$ cat config.mk
export PLATFORM = sky130hd
export DESIGN_NAME = tcsb_front
export DESIGN_NICKNAME = d
export VERILOG_FILES = /design/src/rtl/tcsb_pkg.sv /design/src/rtl/tcsb_front.sv
export SDC_FILE = /design/constraint.sdc
export NUM_CORES = 1
export LEC_CHECK = 0
export BUFFER_PORTS_ARGS = -buffer_cell sky130_fd_sc_hd__buf_2
export CORE_ASPECT_RATIO = 0.7
export CORE_MARGIN = 4
export CORE_UTILIZATION = 40
export CTS_BUF_LIST = sky130_fd_sc_hd__clkbuf_16
export DETAILED_ROUTE_END_ITERATION = 10
export PLACE_DENSITY = 0.76
export SYNTH_ARGS = -nofsm -noshare
export SYNTH_HDL_FRONTEND = slang
export SYNTH_SLANG_ARGS = --single-unit
export TNS_END_PERCENT = 30
$ cat constraint.sdc
create_clock -name clock -period 2.2 [get_ports clock]
set_input_delay 0.44 -clock clock [delete_from_list [all_inputs] [get_ports clock]]
set_output_delay 0.44 -clock clock [all_outputs]
set_load 0.005 [all_outputs]
$ cat src/rtl/tcsb_pkg.sv
// Shared types and constants for the text console screen buffer.
// Depends on nothing; every other file but tcsb_ram imports it.
package tcsb_pkg;

   // Default screen geometry and tab spacing.
   localparam int COLUMNS_DEFAULT  = 80;
   localparam int ROWS_DEFAULT     = 25;
   localparam int TAB_STOP_DEFAULT = 8;

   // Fixed field widths.
   localparam int CHAR_W = 8;
   localparam int ATTR_W = 8;
   localparam int COL_W  = 7;
   localparam int ROW_W  = 5;

   // Control bytes and reset values.
   localparam logic [CHAR_W-1:0] CODE_CR    = 8'h0d;
   localparam logic [CHAR_W-1:0] CODE_LF    = 8'h0a;
   localparam logic [CHAR_W-1:0] CODE_TAB   = 8'h09;
   localparam logic [CHAR_W-1:0] CODE_SPACE = 8'h20;
   localparam logic [ATTR_W-1:0] ATTR_RESET = 8'h07;

   // Operation codes of an input word.
   localparam logic OP_PUT  = 1'b0;
   localparam logic OP_READ = 1'b1;

   typedef struct packed {
      logic              operation;
      logic [CHAR_W-1:0] char_code;
      logic [ROW_W-1:0]  read_row;
      logic [COL_W-1:0]  read_col;
   } req_item_type;

   typedef struct packed {
      logic [CHAR_W-1:0] cell_char;
      logic [ATTR_W-1:0] cell_attr;
      logic [COL_W-1:0]  cursor_col;
      logic [ROW_W-1:0]  cursor_row;
   } rsp_item_type;

   // Command classes handed from the front to the back.
   typedef enum logic [2:0] {
      CMD_PUT,
      CMD_CR,
      CMD_LF,
      CMD_TAB,
      CMD_READ,
      CMD_READ_OUT
   } cmd_kind_type;

   typedef struct packed {
      cmd_kind_type      kind;
      logic [CHAR_W-1:0] char_code;
      logic [ROW_W-1:0]  read_row;
      logic [COL_W-1:0]  read_col;
   } cmd_type;

   typedef enum logic [2:0] {
      BK_CLEAR,
      BK_IDLE,
      BK_READ,
      BK_COPY,
      BK_BLANK
   } back_state_type;

endpackage

$ cat src/rtl/tcsb_front.sv
// Front end: accepts request words, classifies them and holds one command
// until the queue takes it. Depends on tcsb_pkg.
module tcsb_front #(
   parameter int COLUMNS = tcsb_pkg::COLUMNS_DEFAULT,
   parameter int ROWS    = tcsb_pkg::ROWS_DEFAULT
) (
   input  logic                   clock,
   input  logic                   reset,
   input  logic                   start,
   output logic                   busy,
   input  tcsb_pkg::req_item_type req_item,
   input  logic                   hold_off,
   input  logic                   q_full,
   output logic                   push,
   output tcsb_pkg::cmd_type      cmd,
   output logic                   stage_valid
);
   import tcsb_pkg::*;

   logic    valid_ff, valid_in;
   cmd_type cmd_ff, cmd_in;
   logic    accept;

   assign busy   = hold_off || (valid_ff && q_full);
   assign accept = start && !busy;
   assign push   = valid_ff && !q_full;

   always_comb begin
      cmd_in.char_code = req_item.char_code;
      cmd_in.read_row  = req_item.read_row;
      cmd_in.read_col  = req_item.read_col;
      if (req_item.operation == OP_READ) begin
         if ((req_item.read_row < ROWS) && (req_item.read_col < COLUMNS)) begin
            cmd_in.kind = CMD_READ;
         end else begin
            cmd_in.kind = CMD_READ_OUT;
         end
      end else begin
         unique case (req_item.char_code)
            CODE_CR:  cmd_in.kind = CMD_CR;
            CODE_LF:  cmd_in.kind = CMD_LF;
            CODE_TAB: cmd_in.kind = CMD_TAB;
            default:  cmd_in.kind = CMD_PUT;
         endcase
      end
   end

   always_comb begin
      valid_in = valid_ff;
      if (accept) begin
         valid_in = 1'b1;
      end else if (push) begin
         valid_in = 1'b0;
      end
   end

   always_ff @(posedge clock) begin
      if (reset) begin
         valid_ff <= 1'b0;
      end else begin
         valid_ff <= valid_in;
      end
   end

   always_ff @(posedge clock) begin
      if (accept) begin
         cmd_ff <= cmd_in;
      end
   end

   assign cmd         = cmd_ff;
   assign stage_valid = valid_ff;

endmodule

# After elaboration in Yosys (flattened, before gate mapping)
# Index checks and enable logic that the tools add are counted.
# W data, S select, Z words.
# totals
register_bits	24
inputBits	26
out_inout_bits	26
# op_classes
n_lt_le_gt_ge	2
n_eq_ne	3
mux	5
n_reduce_logical	8
# ops
cell	n
$eq A8 B4 Y1 const B	3
$lt A7 B7 Y1 const B	1
$pmux W2 S3	1
$lt A5 B5 Y1 const B	1
$logic_and A1 B1 Y1	4
$mux W1	3
$mux W3	1
$logic_not A1 Y1	2
$reduce_bool A2 Y1	1
$logic_or A1 B1 Y1	1

# Depth between registers and ports, before layout
# depth
word_depth	5
depth_mapped	3
mapped_depth_nobuf	3

# Worst setup path after synthesis
# OpenSTA, ideal clock, no wires.
# synth_timing
kind	input -> register
from	input hold_off
to	register cmd_ff, in the netlist cmd[0] (enable)
setup_time_ns	0.403
arrival_time_ns	1.594
required_ns	1.797
slack_ns	0.203
cell_stages	2
n_path_buf	0
cell_sequence	nand2b_1 nor2_1
# synth_via
elab_chain_len	3
# synth_lines
element	line_no	source
from (decl)	tcsb_front.sv:12	input logic hold_off,
$logic_or A1 B1 Y1	tcsb_front.sv:24	assign busy = hold_off || (valid_ff && q_full);
$logic_not A1 Y1	tcsb_front.sv:25	assign accept = start && !busy;
$logic_and A1 B1 Y1	tcsb_front.sv:25	
via accept	tcsb_front.sv:22	logic accept;
to (signal assigned)	tcsb_front.sv:67	cmd_ff <= cmd_in;
to (decl)	tcsb_front.sv:21	cmd_type cmd_ff, cmd_in;
# The timed path passes the listed nets, and every way through them passes these cells.
# A chain may end at the register's enable or synchronous reset.

# Final worst setup path
# layout_timing
from	register valid_ff (netlist: stage_valid)
to	output busy
# layout_via
elab_chain_len	2
# layout_lines
element	line_no	source
from (decl)	tcsb_front.sv:20	logic valid_ff, valid_in;
from (signal assigned)	tcsb_front.sv:61	valid_ff <= valid_in;
$logic_and A1 B1 Y1	tcsb_front.sv:24	
$logic_or A1 B1 Y1	tcsb_front.sv:24	
to (decl)	tcsb_front.sv:10	output logic busy,
# No other way between the ends.

==> insert_results.sql <==
INSERT INTO impl_metrics (metric_group, metric, value, unit) VALUES
('routing', 'routed_wl', '1670', 'µm'),
('cells_and_area', 'num_antenna_cells', '0', ''),
('yosys', 'synth_most_common_cell', 'edfxtp_1', ''),
('critical_path', 'cp.arrival', '900', 'ps'),
('sta', 'slew_headroom', '81.1', '%'),
('pwr', 'power.density_cell_area', '906', 'nW/µm²'),
('yosys', 'top_post_synthesis_cells_by_area', 'edfxtp_1 84%, dfxtp_1 2.4%, o311ai_2 2.0%', ''),
('routing', 'remaining_drc_errors', '0', ''),
('cells_and_area', 'area_delta_synth_final', '48.5', '%'),
('critical_path', 'worst_r2r_startpoint', 'stage_valid$_SDFFE_PP0P_', ''),
('routing', 'first_pass_iters', '4', ''),
('hold_path', 'hold_depth', '2', ''),
('status', 'run_status', 'finished, final reports clean', ''),
('critical_path', 'timing.critical_path.fanout_max', '3', ''),
('yosys', 'synthesis.area_per_instance', '20.5', 'µm²'),
('critical_path', 'worstSetupStartpoint', 'stage_valid$_SDFFE_PP0P_', ''),
('critical_path', 'setup.worst_path.end', 'busy', ''),
('critical_path', 'worst_path_dominant_cell_family', 'flip-flops', ''),
('sta', 'timing.hold.ws', '334', 'ps'),
('yosys', 'post-synth-top-area-fraction', '84.3', '%'),
('pwr', 'share_seq_of_total_power', '48.0', '%'),
('yosys', 'synth.net_count', '66', ''),
('placement', 'place.port_buffers', '51', ''),
('die', 'die_w', '62.1', 'µm'),
('placement', 'place_area', '1110', 'µm²'),
('die', 'floorplan.core_area', '1900', 'µm²'),
('job', 'cap_viol_max_count', '0', ''),
('cts', 'cts.sink_count', '24', ''),
('sta', 'final_max_slew_viol_count', '0', ''),
('pwr', 'clk_network_pwr_share', '45.5', '%'),
('die', 'floorplan.rows', '13', ''),
('routing', 'drtIter0Drc', '11', ''),
('critical_path', 'worst-r2r-cell-count', '4', ''),
('die', 'top_level_ports', '52', ''),
('yosys', 'syn-cell-area', '820', 'µm²'),
('cts', 'post_cts.repair.setup_buffers', '0', ''),
('critical_path', 'end_kind', 'output port', ''),
('placement', 'gp_congestion', '0.683', ''),
('cts', 'ctsLongestPathBuffers', '2', ''),
('sta', 'final_hold_viol_count', '0', ''),
('yosys', 'ys_top_cells_by_count', '23 x edfxtp_1, 2 x inv_1, 2 x nand2b_1', ''),
('die', 'die_h', '45.9', 'µm'),
('critical_path', 'crit_required', '1760', 'ps'),
('pwr', 'comb_power_share', '6.5', '%'),
('cts', 'cts.clk_slew.worst_paths', '60', 'ps'),
('sta', 'grt_setup_unrepaired', 'no', ''),
('cts', 'cts_root_buf', 'clkbuf_16', ''),
('cts', 'cts_tree', 'done', ''),
('grt', 'grt_overflow', '0', ''),
('cts', 'clock_latency', '250', 'ps'),
('pwr', 'p_sw', '0.000182', 'W'),
('pwr', 'peakVddDrop', '0.894', 'mV'),
('grt', 'maximum_number_of_pins_on_one_net_before_global_route_repair', '24', ''),
('critical_path', 'timing.critical_path.cells', 'nand2_1 -> nand2b_1 -> buf_2', ''),
('critical_path', 'worstSetupPathDepth', '3', ''),
('routing', 'via_count', '557', ''),
('yosys', 'synthDominantAreaCellType', 'edfxtp_1', ''),
('critical_path', 'critical_path.slowest_cell', 'dfxtp_1', ''),
('critical_path', 'crit_buf_inv', '1', ''),
('die', 'die-area', '2850', 'µm²'),
('die', 'effective_utilization_at_floorplan', '43.1', '%'),
('pwr', 'internal_power', '0.000922', 'W'),
('sta', 'setup_viol', '0', ''),
('yosys', 'postSynthRegisterBits', '24', ''),
('yosys', 'yosys_warnings', '0', ''),
('routing', 'final_antenna_net_count', '0', ''),
('yosys', 'postSynth.asyncResetShare', '0', '%'),
('cells_and_area', 'layout.nets', '123', ''),
('yosys', 'yosysSeqAreaShare', '86.7', '%'),
('sta', 'fmax', '0.748', 'GHz'),
('routing', 'post_drt_wl_per_cell', '14.1', 'µm');
==> layout by cell type, fill, tap and decap left out <==
cell type / instances
inv_1: 2
bufinv_16: 1
a21oi_1: 1
nor2b_1: 1
nand2b_1: 2
o211ai_1: 1
edfxtp_1: 23
nand3b_1: 1
nand2_1: 1
dfxtp_1: 1
buf_4: 1
xnor2_1: 1
nand4_1: 1
buf_2: 51
nor2_2: 1
o311ai_2: 1
clkbuf_16: 3
nor4_2: 1
nor3_1: 1
or3_1: 1
==> sequential cells by signal (all words and copies together), names as in the netlist <==
signal and flops:
cmd 23, stage_valid 1
==> final cells by class <==
cell class	count	area [µm²]
clock buffer	3	75.1
clock inverter	1	30.0
fill	149	686
inverter	2	7.51
multi-input combinational	14	104
sequential	24	711
tap	22	27.5
timing repair buffer	52	263
==> kinds of logic after synthesis <==
kind of cell	Yosys count	share of synthesized area (%)
AOI/OAI and AO/OA	3	3.51
DFF	24	86.7
and+or+nand+nor	10	7.79
xor gates and xnor gates	1	1.07
buffers and inverters	2	0.916
==> metal layers <==
metal | up-vias | global-route usage (%) | wire length (µm)
met1 | 256 | 10.8 | 583
met3 | 0 | 9.63 | 253
met2 | 32 | 21.3 | 830
met5 | - | 0 | 0
met4 | 0 | 2.60 | 0
li1 | 269 | - | -
==> power by group through the flow <==
| stage | logic, W | registers (W) | clock network (W) |
|---|---|---|---|
| after floorplan | 0.0000166 | 0.000543 | 0 |
| after global placement | 0.0000710 | 0.000538 | 0 |
| after detailed placement | 0.0000734 | 0.000539 | 0 |
| after CTS | 0.0000736 | 0.000529 | 0.000509 |
| after global routing | 0.0000807 | 0.000531 | 0.000526 |
| final | 0.0000722 | 0.000529 | 0.000502 |
==> worst min-delay path by stage <==
stage	end	slack, ps	startpoint
4_1_cts	stage_valid$_SDFFE_PP0P_	330	reset
6_report	stage_valid$_SDFFE_PP0P_	330	reset
2_1_floorplan	stage_valid$_SDFFE_PP0P_	470	stage_valid$_SDFFE_PP0P_
3_3_place_gp	stage_valid$_SDFFE_PP0P_	470	stage_valid$_SDFFE_PP0P_
5_1_grt	stage_valid$_SDFFE_PP0P_	330	reset
3_5_place_dp	stage_valid$_SDFFE_PP0P_	490	stage_valid$_SDFFE_PP0P_
==> through the flow <==
| step | utilization [%] | instances |
|---|---|---|
| final | 64.0 | 118 |
| after floorplan | - | 40 |
| after global placement | 58.4 | 114 |
| after CTS | 64.0 | 118 |
| after detailed placement | 58.4 | 114 |
| after global routing | 64.0 | 118 |
Power figures use the tool's default switching activity.
