### src/rtl/tcsb_pkg.sv
// Shared types and constants for the text console screen buffer.
// Depends on nothing; every other file but tcsb_ram imports it.
package tcsb_pkg;

   // Default screen geometry and tab spacing.
   localparam int COLUMNS_DEFAULT  = 80;
   localparam int ROWS_DEFAULT     = 25;
   localparam int TAB_STOP_DEFAULT = 8;

   // Fixed field widths.
   localparam int CHAR_W = 8;
   localparam int ATTR_W = 8;
   localparam int COL_W  = 7;
   localparam int ROW_W  = 5;

   // Control bytes and reset values.
   localparam logic [CHAR_W-1:0] CODE_CR    = 8'h0d;
   localparam logic [CHAR_W-1:0] CODE_LF    = 8'h0a;
   localparam logic [CHAR_W-1:0] CODE_TAB   = 8'h09;
   localparam logic [CHAR_W-1:0] CODE_SPACE = 8'h20;
   localparam logic [ATTR_W-1:0] ATTR_RESET = 8'h07;

   // Operation codes of an input word.
   localparam logic OP_PUT  = 1'b0;
   localparam logic OP_READ = 1'b1;

   typedef struct packed {
      logic              operation;
      logic [CHAR_W-1:0] char_code;
      logic [ROW_W-1:0]  read_row;
      logic [COL_W-1:0]  read_col;
   } req_item_type;

   typedef struct packed {
      logic [CHAR_W-1:0] cell_char;
      logic [ATTR_W-1:0] cell_attr;
      logic [COL_W-1:0]  cursor_col;
      logic [ROW_W-1:0]  cursor_row;
   } rsp_item_type;

   // Command classes handed from the front to the back.
   typedef enum logic [2:0] {
      CMD_PUT,
      CMD_CR,
      CMD_LF,
      CMD_TAB,
      CMD_READ,
      CMD_READ_OUT
   } cmd_kind_type;

   typedef struct packed {
      cmd_kind_type      kind;
      logic [CHAR_W-1:0] char_code;
      logic [ROW_W-1:0]  read_row;
      logic [COL_W-1:0]  read_col;
   } cmd_type;

   typedef enum logic [2:0] {
      BK_CLEAR,
      BK_IDLE,
      BK_READ,
      BK_COPY,
      BK_BLANK
   } back_state_type;

endpackage

### src/rtl/tcsb_queue.sv
// Two-entry command queue between front and back.
// Depends on tcsb_pkg.
module tcsb_queue (
   input  logic              clock,
   input  logic              reset,
   input  logic              push,
   input  tcsb_pkg::cmd_type push_cmd,
   input  logic              pop,
   output tcsb_pkg::cmd_type head,
   output logic              full,
   output logic              empty
);
   import tcsb_pkg::*;

   cmd_type    mem_ff [2];
   logic       wr_ptr_ff, wr_ptr_in;
   logic       rd_ptr_ff, rd_ptr_in;
   logic [1:0] count_ff, count_in;

   assign full  = (count_ff == 2'd2);
   assign empty = (count_ff == 2'd0);
   assign head  = mem_ff[rd_ptr_ff];

   always_comb begin
      wr_ptr_in = push ? ~wr_ptr_ff : wr_ptr_ff;
      rd_ptr_in = pop ? ~rd_ptr_ff : rd_ptr_ff;
      count_in  = count_ff;
      if (push && !pop) begin
         count_in = count_ff + 2'd1;
      end else if (pop && !push) begin
         count_in = count_ff - 2'd1;
      end
   end

   always_ff @(posedge clock) begin
      if (reset) begin
         wr_ptr_ff <= 1'b0;
         rd_ptr_ff <= 1'b0;
         count_ff  <= 2'd0;
      end else begin
         wr_ptr_ff <= wr_ptr_in;
         rd_ptr_ff <= rd_ptr_in;
         count_ff  <= count_in;
      end
   end

   always_ff @(posedge clock) begin
      if (push) begin
         mem_ff[wr_ptr_ff] <= push_cmd;
      end
   end

endmodule

### config.mk
export PLATFORM = sky130hd
export DESIGN_NAME = tcsb_queue
export DESIGN_NICKNAME = d
export VERILOG_FILES = /design/src/rtl/tcsb_pkg.sv /design/src/rtl/tcsb_queue.sv
export SDC_FILE = /design/constraint.sdc
export NUM_CORES = 1
export LEC_CHECK = 0
export BUFFER_PORTS_ARGS = -buffer_cell sky130_fd_sc_hd__buf_2
export CAP_MARGIN = 30
export CORE_MARGIN = 10
export CORE_UTILIZATION = 50
export DETAILED_ROUTE_END_ITERATION = 8
export PLACE_DENSITY = 0.77
export SETUP_SLACK_MARGIN = 0.3
export SLEW_MARGIN = 20
export SYNTH_ARGS = -nofsm -noshare
export SYNTH_HDL_FRONTEND = slang
export SYNTH_SLANG_ARGS = --single-unit
### constraint.sdc
create_clock -name clock -period 2.4 [get_ports clock]
set_clock_uncertainty 0.15 [all_clocks]
set_input_delay 0.36 -clock clock [delete_from_list [all_inputs] [get_ports clock]]
set_output_delay 0.36 -clock clock [all_outputs]
set_load 0.01 [all_outputs]
[Yosys cells after proc, flatten, opt, wreduce, memory -nomap -nowiden]
Memory sizes are Yosys's and may differ from the RTL's. A register that Yosys moved wholly into a read port is not among the register bits.
Cells that the tools add are included.
Word-level totals
  output and inout bits: 25
  memories kept: 1
  register bits: 4
  bits in writable memories: 46
  word-level logic and storage cells: 21
Operators by class
  mux-type cells: 6
  reduce and logical (&&, ||, !) cells: 6
  equal/unequal tests: 1
  add/subtract/negate cells: 2
  bitwise logic cells: 2
Memories
  mem_ff: words 2, bits a word 23, rd ports 1, clocked after memory_dff 1, wr ports 1, line tcsb_queue.sv:15  | cmd_type mem_ff [2];
Operators by type and width (count)
  $mux 1: 4
  $mux 2: 2
  $add 2x1->2 const B: 1
  $eq 2x2->1 const B: 1
  $logic_and 1x1->1: 2
  $logic_not 1->1: 2
  $logic_not 2->1: 1
  $not 1->1: 2
  $reduce_bool 2->1: 1
  $sub 2x1->2 const B: 1

[Longest topological paths before layout]
Gate-level depths: netlist of run 1.
  word-level depth: 4
  depth in mapped cells: 5

[Worst setup path after synthesis of run 1]
No wires, ideal clock.
  path type: input to register
  start point: input port push
  end point: memory mem_ff[0][0] in the netlist's numbering, enable pin
  arrival: 1.423 ns
  buffers on the path: 0
  required time: 1.845 ns
  library setup time: 0.405 ns
  slack: 0.421 ns
  stages on the path: 1
  cells stage by stage: nor2b_1
Between the ends
  cells in the longest elaborated chain, start to end: 2
RTL lines
  start, declared: line tcsb_queue.sv:6  | input logic push,
  $mux 1: line tcsb_queue.sv:48  | if (push) begin
  $mux 1 (implied by the code): line tcsb_queue.sv:49  | mem_ff[wr_ptr_ff] <= push_cmd;
  end, declared: line tcsb_queue.sv:15
Every way passes these cells.

==> impl_metrics.json, run 1 <==
{
  "drv_slew": 0,
  "worstHoldStart": "push_cmd[17]",
  "layout.cells.non_filler": 202,
  "area_growth_syn_to_layout_pct": 23.64,
  "whs_path_depth": 1,
  "min_to": "mem_ff[0][17]",
  "grt_pass1_vias": 1017,
  "crit_path_start_kind": "flop",
  "path_delay_family": "multiplexers",
  "slew_headroom": 0.7930,
  "period_needed_ps": 1847,
  "grt_util_all_layers": 0.1015,
  "async_reset_ff_frac": 0,
  "r2r-start": "wr_ptr_ff",
  "yosys_warnings": 0,
  "grt_start_max_net_pins": 24,
  "grt_use_met3": 0.03422,
  "antenna_found_initial": 0,
  "critPathMaxStageDelay_ps": 360,
  "max_clock_freq_ghz": 0.5413,
  "vias_per_cell": 4.713,
  "crit_type": "flop to output port",
  "critPathBufInv": 2,
  "start_util": 0.5127,
  "grt_pass1_wl_microns": 4995,
  "core.rowCount": 22,
  "yosysTopAreaCell": "edfxtp_1",
  "hpwlAfterDp_microns": 2366,
  "dp.cells": 194,
  "path_max_fanout": 13,
  "final_core_util": 0.6340,
  "port_buffers": 51,
  "io_pins": 52,
  "post-cts-setup-buffer-count": 0,
  "core_area_sq_mm": 0.003633,
  "finalCritPeriodShare": 0.7697,
  "die-width_microns": 81.04,
  "dieArea_sq_mm": 0.006567,
  "antenna_cells": 0,
  "top_usage_layer": "met2",
  "globalRoute.totalOverflow": 0,
  "antenna_left": 0,
  "synthCells": 93,
  "slowest_stage": "mux2_2",
  "drt_iter0_markers": 39,
  "p_per_area_mw_per_mm2": 793.6,
  "cts-hold-fix-buffers": 0,
  "cts_buffers": 5,
  "wirelength_microns": 3207,
  "root_buffer": "clkbuf_8",
  "design_area_sq_mm": 0.002303,
  "syn_area_sq_mm": 0.001863,
  "synth_ff_type": "edfxtp_1",
  "reg2regPathDepth": 2,
  "clk_pin_slew_ps": 80,
  "end_kind": "output port",
  "place_ws_ps": 834.5,
  "cts_tree": "built",
  "cts.sinks": 51,
  "setup_violations": 0,
  "setup-tns-final_ps": 0,
  "ir_worst_vdd_v": 0.0004458,
  "synth.top_cell.area_share": 0.7414,
  "n_fill_cell": 291,
  "ctsLongestPathBuffers": 2,
  "rr_endpoint": "mem_ff[1][13]",
  "yosysUniqueCellTypes": 15,
  "r2r_setup_slack_ps": 1080,
  "required_ps": 1890,
  "vias": 952,
  "yosys-top-cells-count": "46 x edfxtp_1, 23 x mux2_2, 5 x dfxtp_1, 5 x nor2_1",
  "synth.most_common_cell": "edfxtp_1",
  "cts.htree.levels": 2,
  "rsz0062_at_grt": "no",
  "synth_area_leaders": "edfxtp_1 74%, mux2_2 14%, dfxtp_1 5.4%",
  "grt_use_met2": 0.1775,
  "ys_seq_area_frac": 0.7952,
  "synth-edff-count": 46,
  "critical_path.cell_chain": "buf_4 > mux2_2 > buf_2",
  "nets": 181,
  "drive_above_1_share": 0.5649,
  "place.gp.congestion": 0.6732,
  "fin_ws_ps": 552.8,
  "ys_ff_latch": 51,
  "worstPathArrival_ps": 1340,
  "die_h_microns": 81.04,
  "drc": 0,
  "synth.net_count": 121,
  "hold_viol_final": 0,
  "cts-resized-gates": 0,
  "dr.pass1.iters": 3,
  "syn-mean-instance-area_sq_um": 20.03,
  "worstHoldPathType": "primary input to flop",
  "clock_latency_ps": 290,
  "grtUsageMet1": 0.1057,
  "max_cap_violations": 0,
  "avgRoutedWirePerCell_microns": 15.88,
  "worstMarginPinSlew_ps": 310.5,
  "place_area_sq_mm": 0.002196,
  "leakage_nw": 0.8903,
  "status": "completed"
}
[worst reg2reg max path, cell delays in order (launching register included)]
cell and delay [ps]:
dfxtp_1 390, and2_1 150, buf_4 300
[kinds of logic (layout without fill, tap and decap cells)]
kind of cell / Yosys count / after routing / share of synthesized area
AOI/OAI and AO/OA: 2 / 2 / 0.005368
xor gates and xnor gates: 4 / 4 / 0.01881
adders and majority gates: 1 / 1 / 0.006715
buffers and inverters: 3 / 64 / 0.01007
DFF: 51 / 51 / 0.7952
muxes: 23 / 23 / 0.1390
and+or+nand+nor: 9 / 9 / 0.02486
[per-stage QoR]
stage / hold slack (ps) / total power [W]
2_1_floorplan: 279.1 / 0.001198
3_3_place_gp: 326.3 / 0.001291
3_5_place_dp: 362.8 / 0.001302
4_1_cts: 91.21 / 0.001852
5_1_grt: 88.48 / 0.001898
6_report: 100.1 / 0.001828
[metal layers]
layer	vias to the layer above	wire length, microns	share of wire
met5	-	0	0
met4	0	65	0.020
met3	7	188	0.059
met2	26	1803	0.56
met1	448	1148	0.36
li1	471	-	-
[where the power goes]
part	switching [W]	total, W	internal [W]
Sequential	0.0000179	0.00105	0.00103
Combinational	0.000115	0.000227	0.000111
Clock	0.000248	0.000553	0.000305
[layout make-up]
class	instances	area [sq um]	share of cell area
clock buffer	5	68.82	0.02988
clock inverter	3	38.79	0.01684
inverter	1	3.754	0.001630
multi-input combinational	39	365.4	0.1586
sequential	51	1481	0.6431
tap	48	60.06	0.02607
timing repair buffer	55	285.3	0.1238
[registers in the layout, indices dropped and copies added, names as in the netlist, named ones only]
register,flops
rd_ptr_ff,1
mem_ff,46
wr_ptr_ff,1
count_ff,2
[how the worst max path moves through the flow]
| stage | endpoint | slack [ps] | cells past startpoint |
|---|---|---|---|
| 2_1_floorplan | mem_ff[0][0] | 420 | 1 |
| 3_3_place_gp | head[20] | 870 | 3 |
| 3_5_place_dp | count_ff[1] | 830 | 4 |
| 4_1_cts | head[20] | 520 | 3 |
| 5_1_grt | head[8] | 460 | 3 |
| 6_report | head[20] | 550 | 3 |
[placed cells by master (no fill, tap or decap), drive strengths merged, types with 2 or more instances in the layout]
master,n
dfxtp,5
xor2,2
clkinv,2
clkbuf,5
buf,55
mux2,23
edfxtp,46
xnor2,2
nor2,5
Power figures use the tool's default switching activity.
==> run 2, diff against run 1 <==
==> constraint.sdc (replaced) <==
create_clock -name clock -period 1.95 [get_ports clock]
set_clock_uncertainty 0.15 [all_clocks]
set_input_delay 0.2925 -clock clock [delete_from_list [all_inputs] [get_ports clock]]
set_output_delay 0.2925 -clock clock [all_outputs]
set_load 0.01 [all_outputs]
==> run 2 against run 1 <==
Net effect:
- final cell count grew 2.0%
- critical endpoint is now head[16]
- non-clock buffer count grew 4
- highest routed layer unchanged
- utilization grew 7.7 points
- hold slack lost 77 ps
- sequential power grew 24%
- count of clock-buffer cells in the layout is the same
- register-to-register slack lost 390 ps
- sequential share of layout area shrank 6.8 points
- final area grew 12%
- flip-flop and latch count is the same
- combinational power grew 85%
- critical path depth is the same
==> impl_metrics.json, run 2 (synthesized netlist as in run 1, its figures left out) <==
{
  "drc": 0,
  "wl_met2_microns": 1932,
  "area_growth_syn_to_layout_pct": 38.62,
  "avgRoutedWirePerCell_microns": 17.47,
  "grt_util_all_layers": 0.1166,
  "rsz0062_at_grt": "yes",
  "antenna_left": 0,
  "worstHoldPathType": "primary input to flop",
  "design_area_sq_mm": 0.002582,
  "leakage_nw": 1.042,
  "globalRoute.totalOverflow": 0,
  "path_max_fanout": 6,
  "r2r-start": "wr_ptr_ff",
  "dieArea_sq_mm": 0.006567,
  "clock_latency_ps": 300,
  "io_pins": 52,
  "vias": 1028,
  "worstPathArrival_ps": 1320,
  "hpwlAfterDp_microns": 2496,
  "core.rowCount": 22,
  "max_cap_violations": 0,
  "dp.cells": 196,
  "vias_per_cell": 4.990,
  "die-width_microns": 81.04,
  "drt_iter0_markers": 69,
  "cts_tree": "built",
  "whs_path_depth": 1,
  "slew_headroom": 0.8669,
  "hold_ws_ps": 22.80,
  "top_layer_used": "met4",
  "cts_buffers": 5,
  "place_area_sq_mm": 0.002211,
  "r2r_setup_slack_ps": 690,
  "nets": 185,
  "grt_start_max_net_pins": 16,
  "clk_pin_slew_ps": 90,
  "reg2regPathDepth": 2,
  "worstHoldStart": "push_cmd[20]",
  "cts.htree.levels": 2,
  "largest_register": "mem_ff",
  "crit_type": "flop to output port",
  "finalCritPeriodShare": 0.9015,
  "setup_violations": 0,
  "drv_slew": 0,
  "wirelength_microns": 3598,
  "worstMarginPinSlew_ps": 199.6,
  "dr.pass1.iters": 2,
  "max_clock_freq_ghz": 0.5689,
  "hold_viol_final": 0,
  "wl_met3_microns": 274,
  "start_util": 0.5127,
  "place.gp.congestion": 0.6816,
  "ir_worst_vdd_v": 0.0005863,
  "root_buffer": "clkbuf_8",
  "cts.sinks": 51,
  "grt_pass1_vias": 1173,
  "setup-tns-final_ps": 0,
  "layout_commonest_cell": "edfxtp_1",
  "ctsLongestPathBuffers": 2,
  "layout.cells.non_filler": 206,
  "final_core_util": 0.7107,
  "antenna_cells": 0,
  "drt-met1-wl_microns": 1343,
  "largest_reg_flops": 46,
  "status": "completed",
  "period_needed_ps": 1758,
  "rr_endpoint": "mem_ff[1][3]",
  "post-cts-setup-buffer-count": 0,
  "required_ps": 1510,
  "p_per_area_mw_per_mm2": 886.0,
  "min_to": "mem_ff[1][20]",
  "reg_top3": "mem_ff (46), count_ff (2)",
  "die_h_microns": 81.04,
  "grt_pass1_wl_microns": 5727,
  "antenna_found_initial": 0,
  "core_area_sq_mm": 0.003633,
  "drive_above_1_share": 0.5759,
  "layout_common_cells": "46 x edfxtp_1, 28 x buf_2, 24 x buf_6",
  "port_buffers": 51,
  "end_kind": "output port",
  "crit_path_start_kind": "flop"
}
-- run 2: cell count changes in the layout (fill, tap and decap cells not counted) --
cell,change
buf_16,+1
buf_2,-23
buf_6,+24
buf_8,+2
bufinv_16,-1
clkinv_1,+1
clkinv_2,-1
clkinvlp_4,+1
dfxtp_1,-1
dfxtp_4,+1
mux2_2,-23
mux2_4,+23
-- run 2: power by group --
group          switching [W]  internal, W
combinational       0.000169     0.000251
clock               0.000324     0.000244
sequential         0.0000313      0.00127
total               0.000524      0.00176
-- run 2: worst max-delay path by stage --
stage              start           end  slack (ps)  depth (start not counted)
2_1_floorplan  wr_ptr_ff  mem_ff[0][0]         450                          1
3_3_place_gp        flop      head[22]         500                          3
3_5_place_dp        push   count_ff[1]         480                          4
4_1_cts             flop      head[15]         180                          3
5_1_grt             flop      head[16]         150                          3
6_report            flop      head[16]         190                          3
-- run 2: routing by layer --
metal	GRT usage	vias up
li1	-	478
met2	0.2030	36
met3	0.04305	7
met1	0.1232	507
met4	0.05363	0
met5	0	-
-- run 2: worst max-delay path, cell delays in order (launching register included) --
cell,delay (ps)
dfxtp_4,420
buf_8,150
mux2_4,320
buf_6,120
-- run 2: final cells by class --
| class | count | area, sq um |
|---|---|---|
| clock buffers | 5 | 68.82 |
| fillers | 245 | 1051 |
| well taps | 48 | 60.06 |
| flip-flops and latches | 51 | 1485 |
| repair buffers | 59 | 498.0 |
| multi-input cells | 39 | 451.7 |
| inverters | 1 | 3.754 |
| clock inverters | 3 | 15.01 |
-- run 2: timing repair --
action | CTS | global route
endpoints found under the setup margin | 23 | 23
hold buffers | 0 | 0
cloned | 2 | 0
gates resized for setup | 55 | 0
-- run 2: through the flow --
step	power (W)	setup slack [ps]
detailed placement	0.001608	477.5
global route	0.002387	150.8
global placement	0.001594	500.5
finish	0.002288	192.1
CTS	0.002302	184.8
floorplan	0.001475	448.8
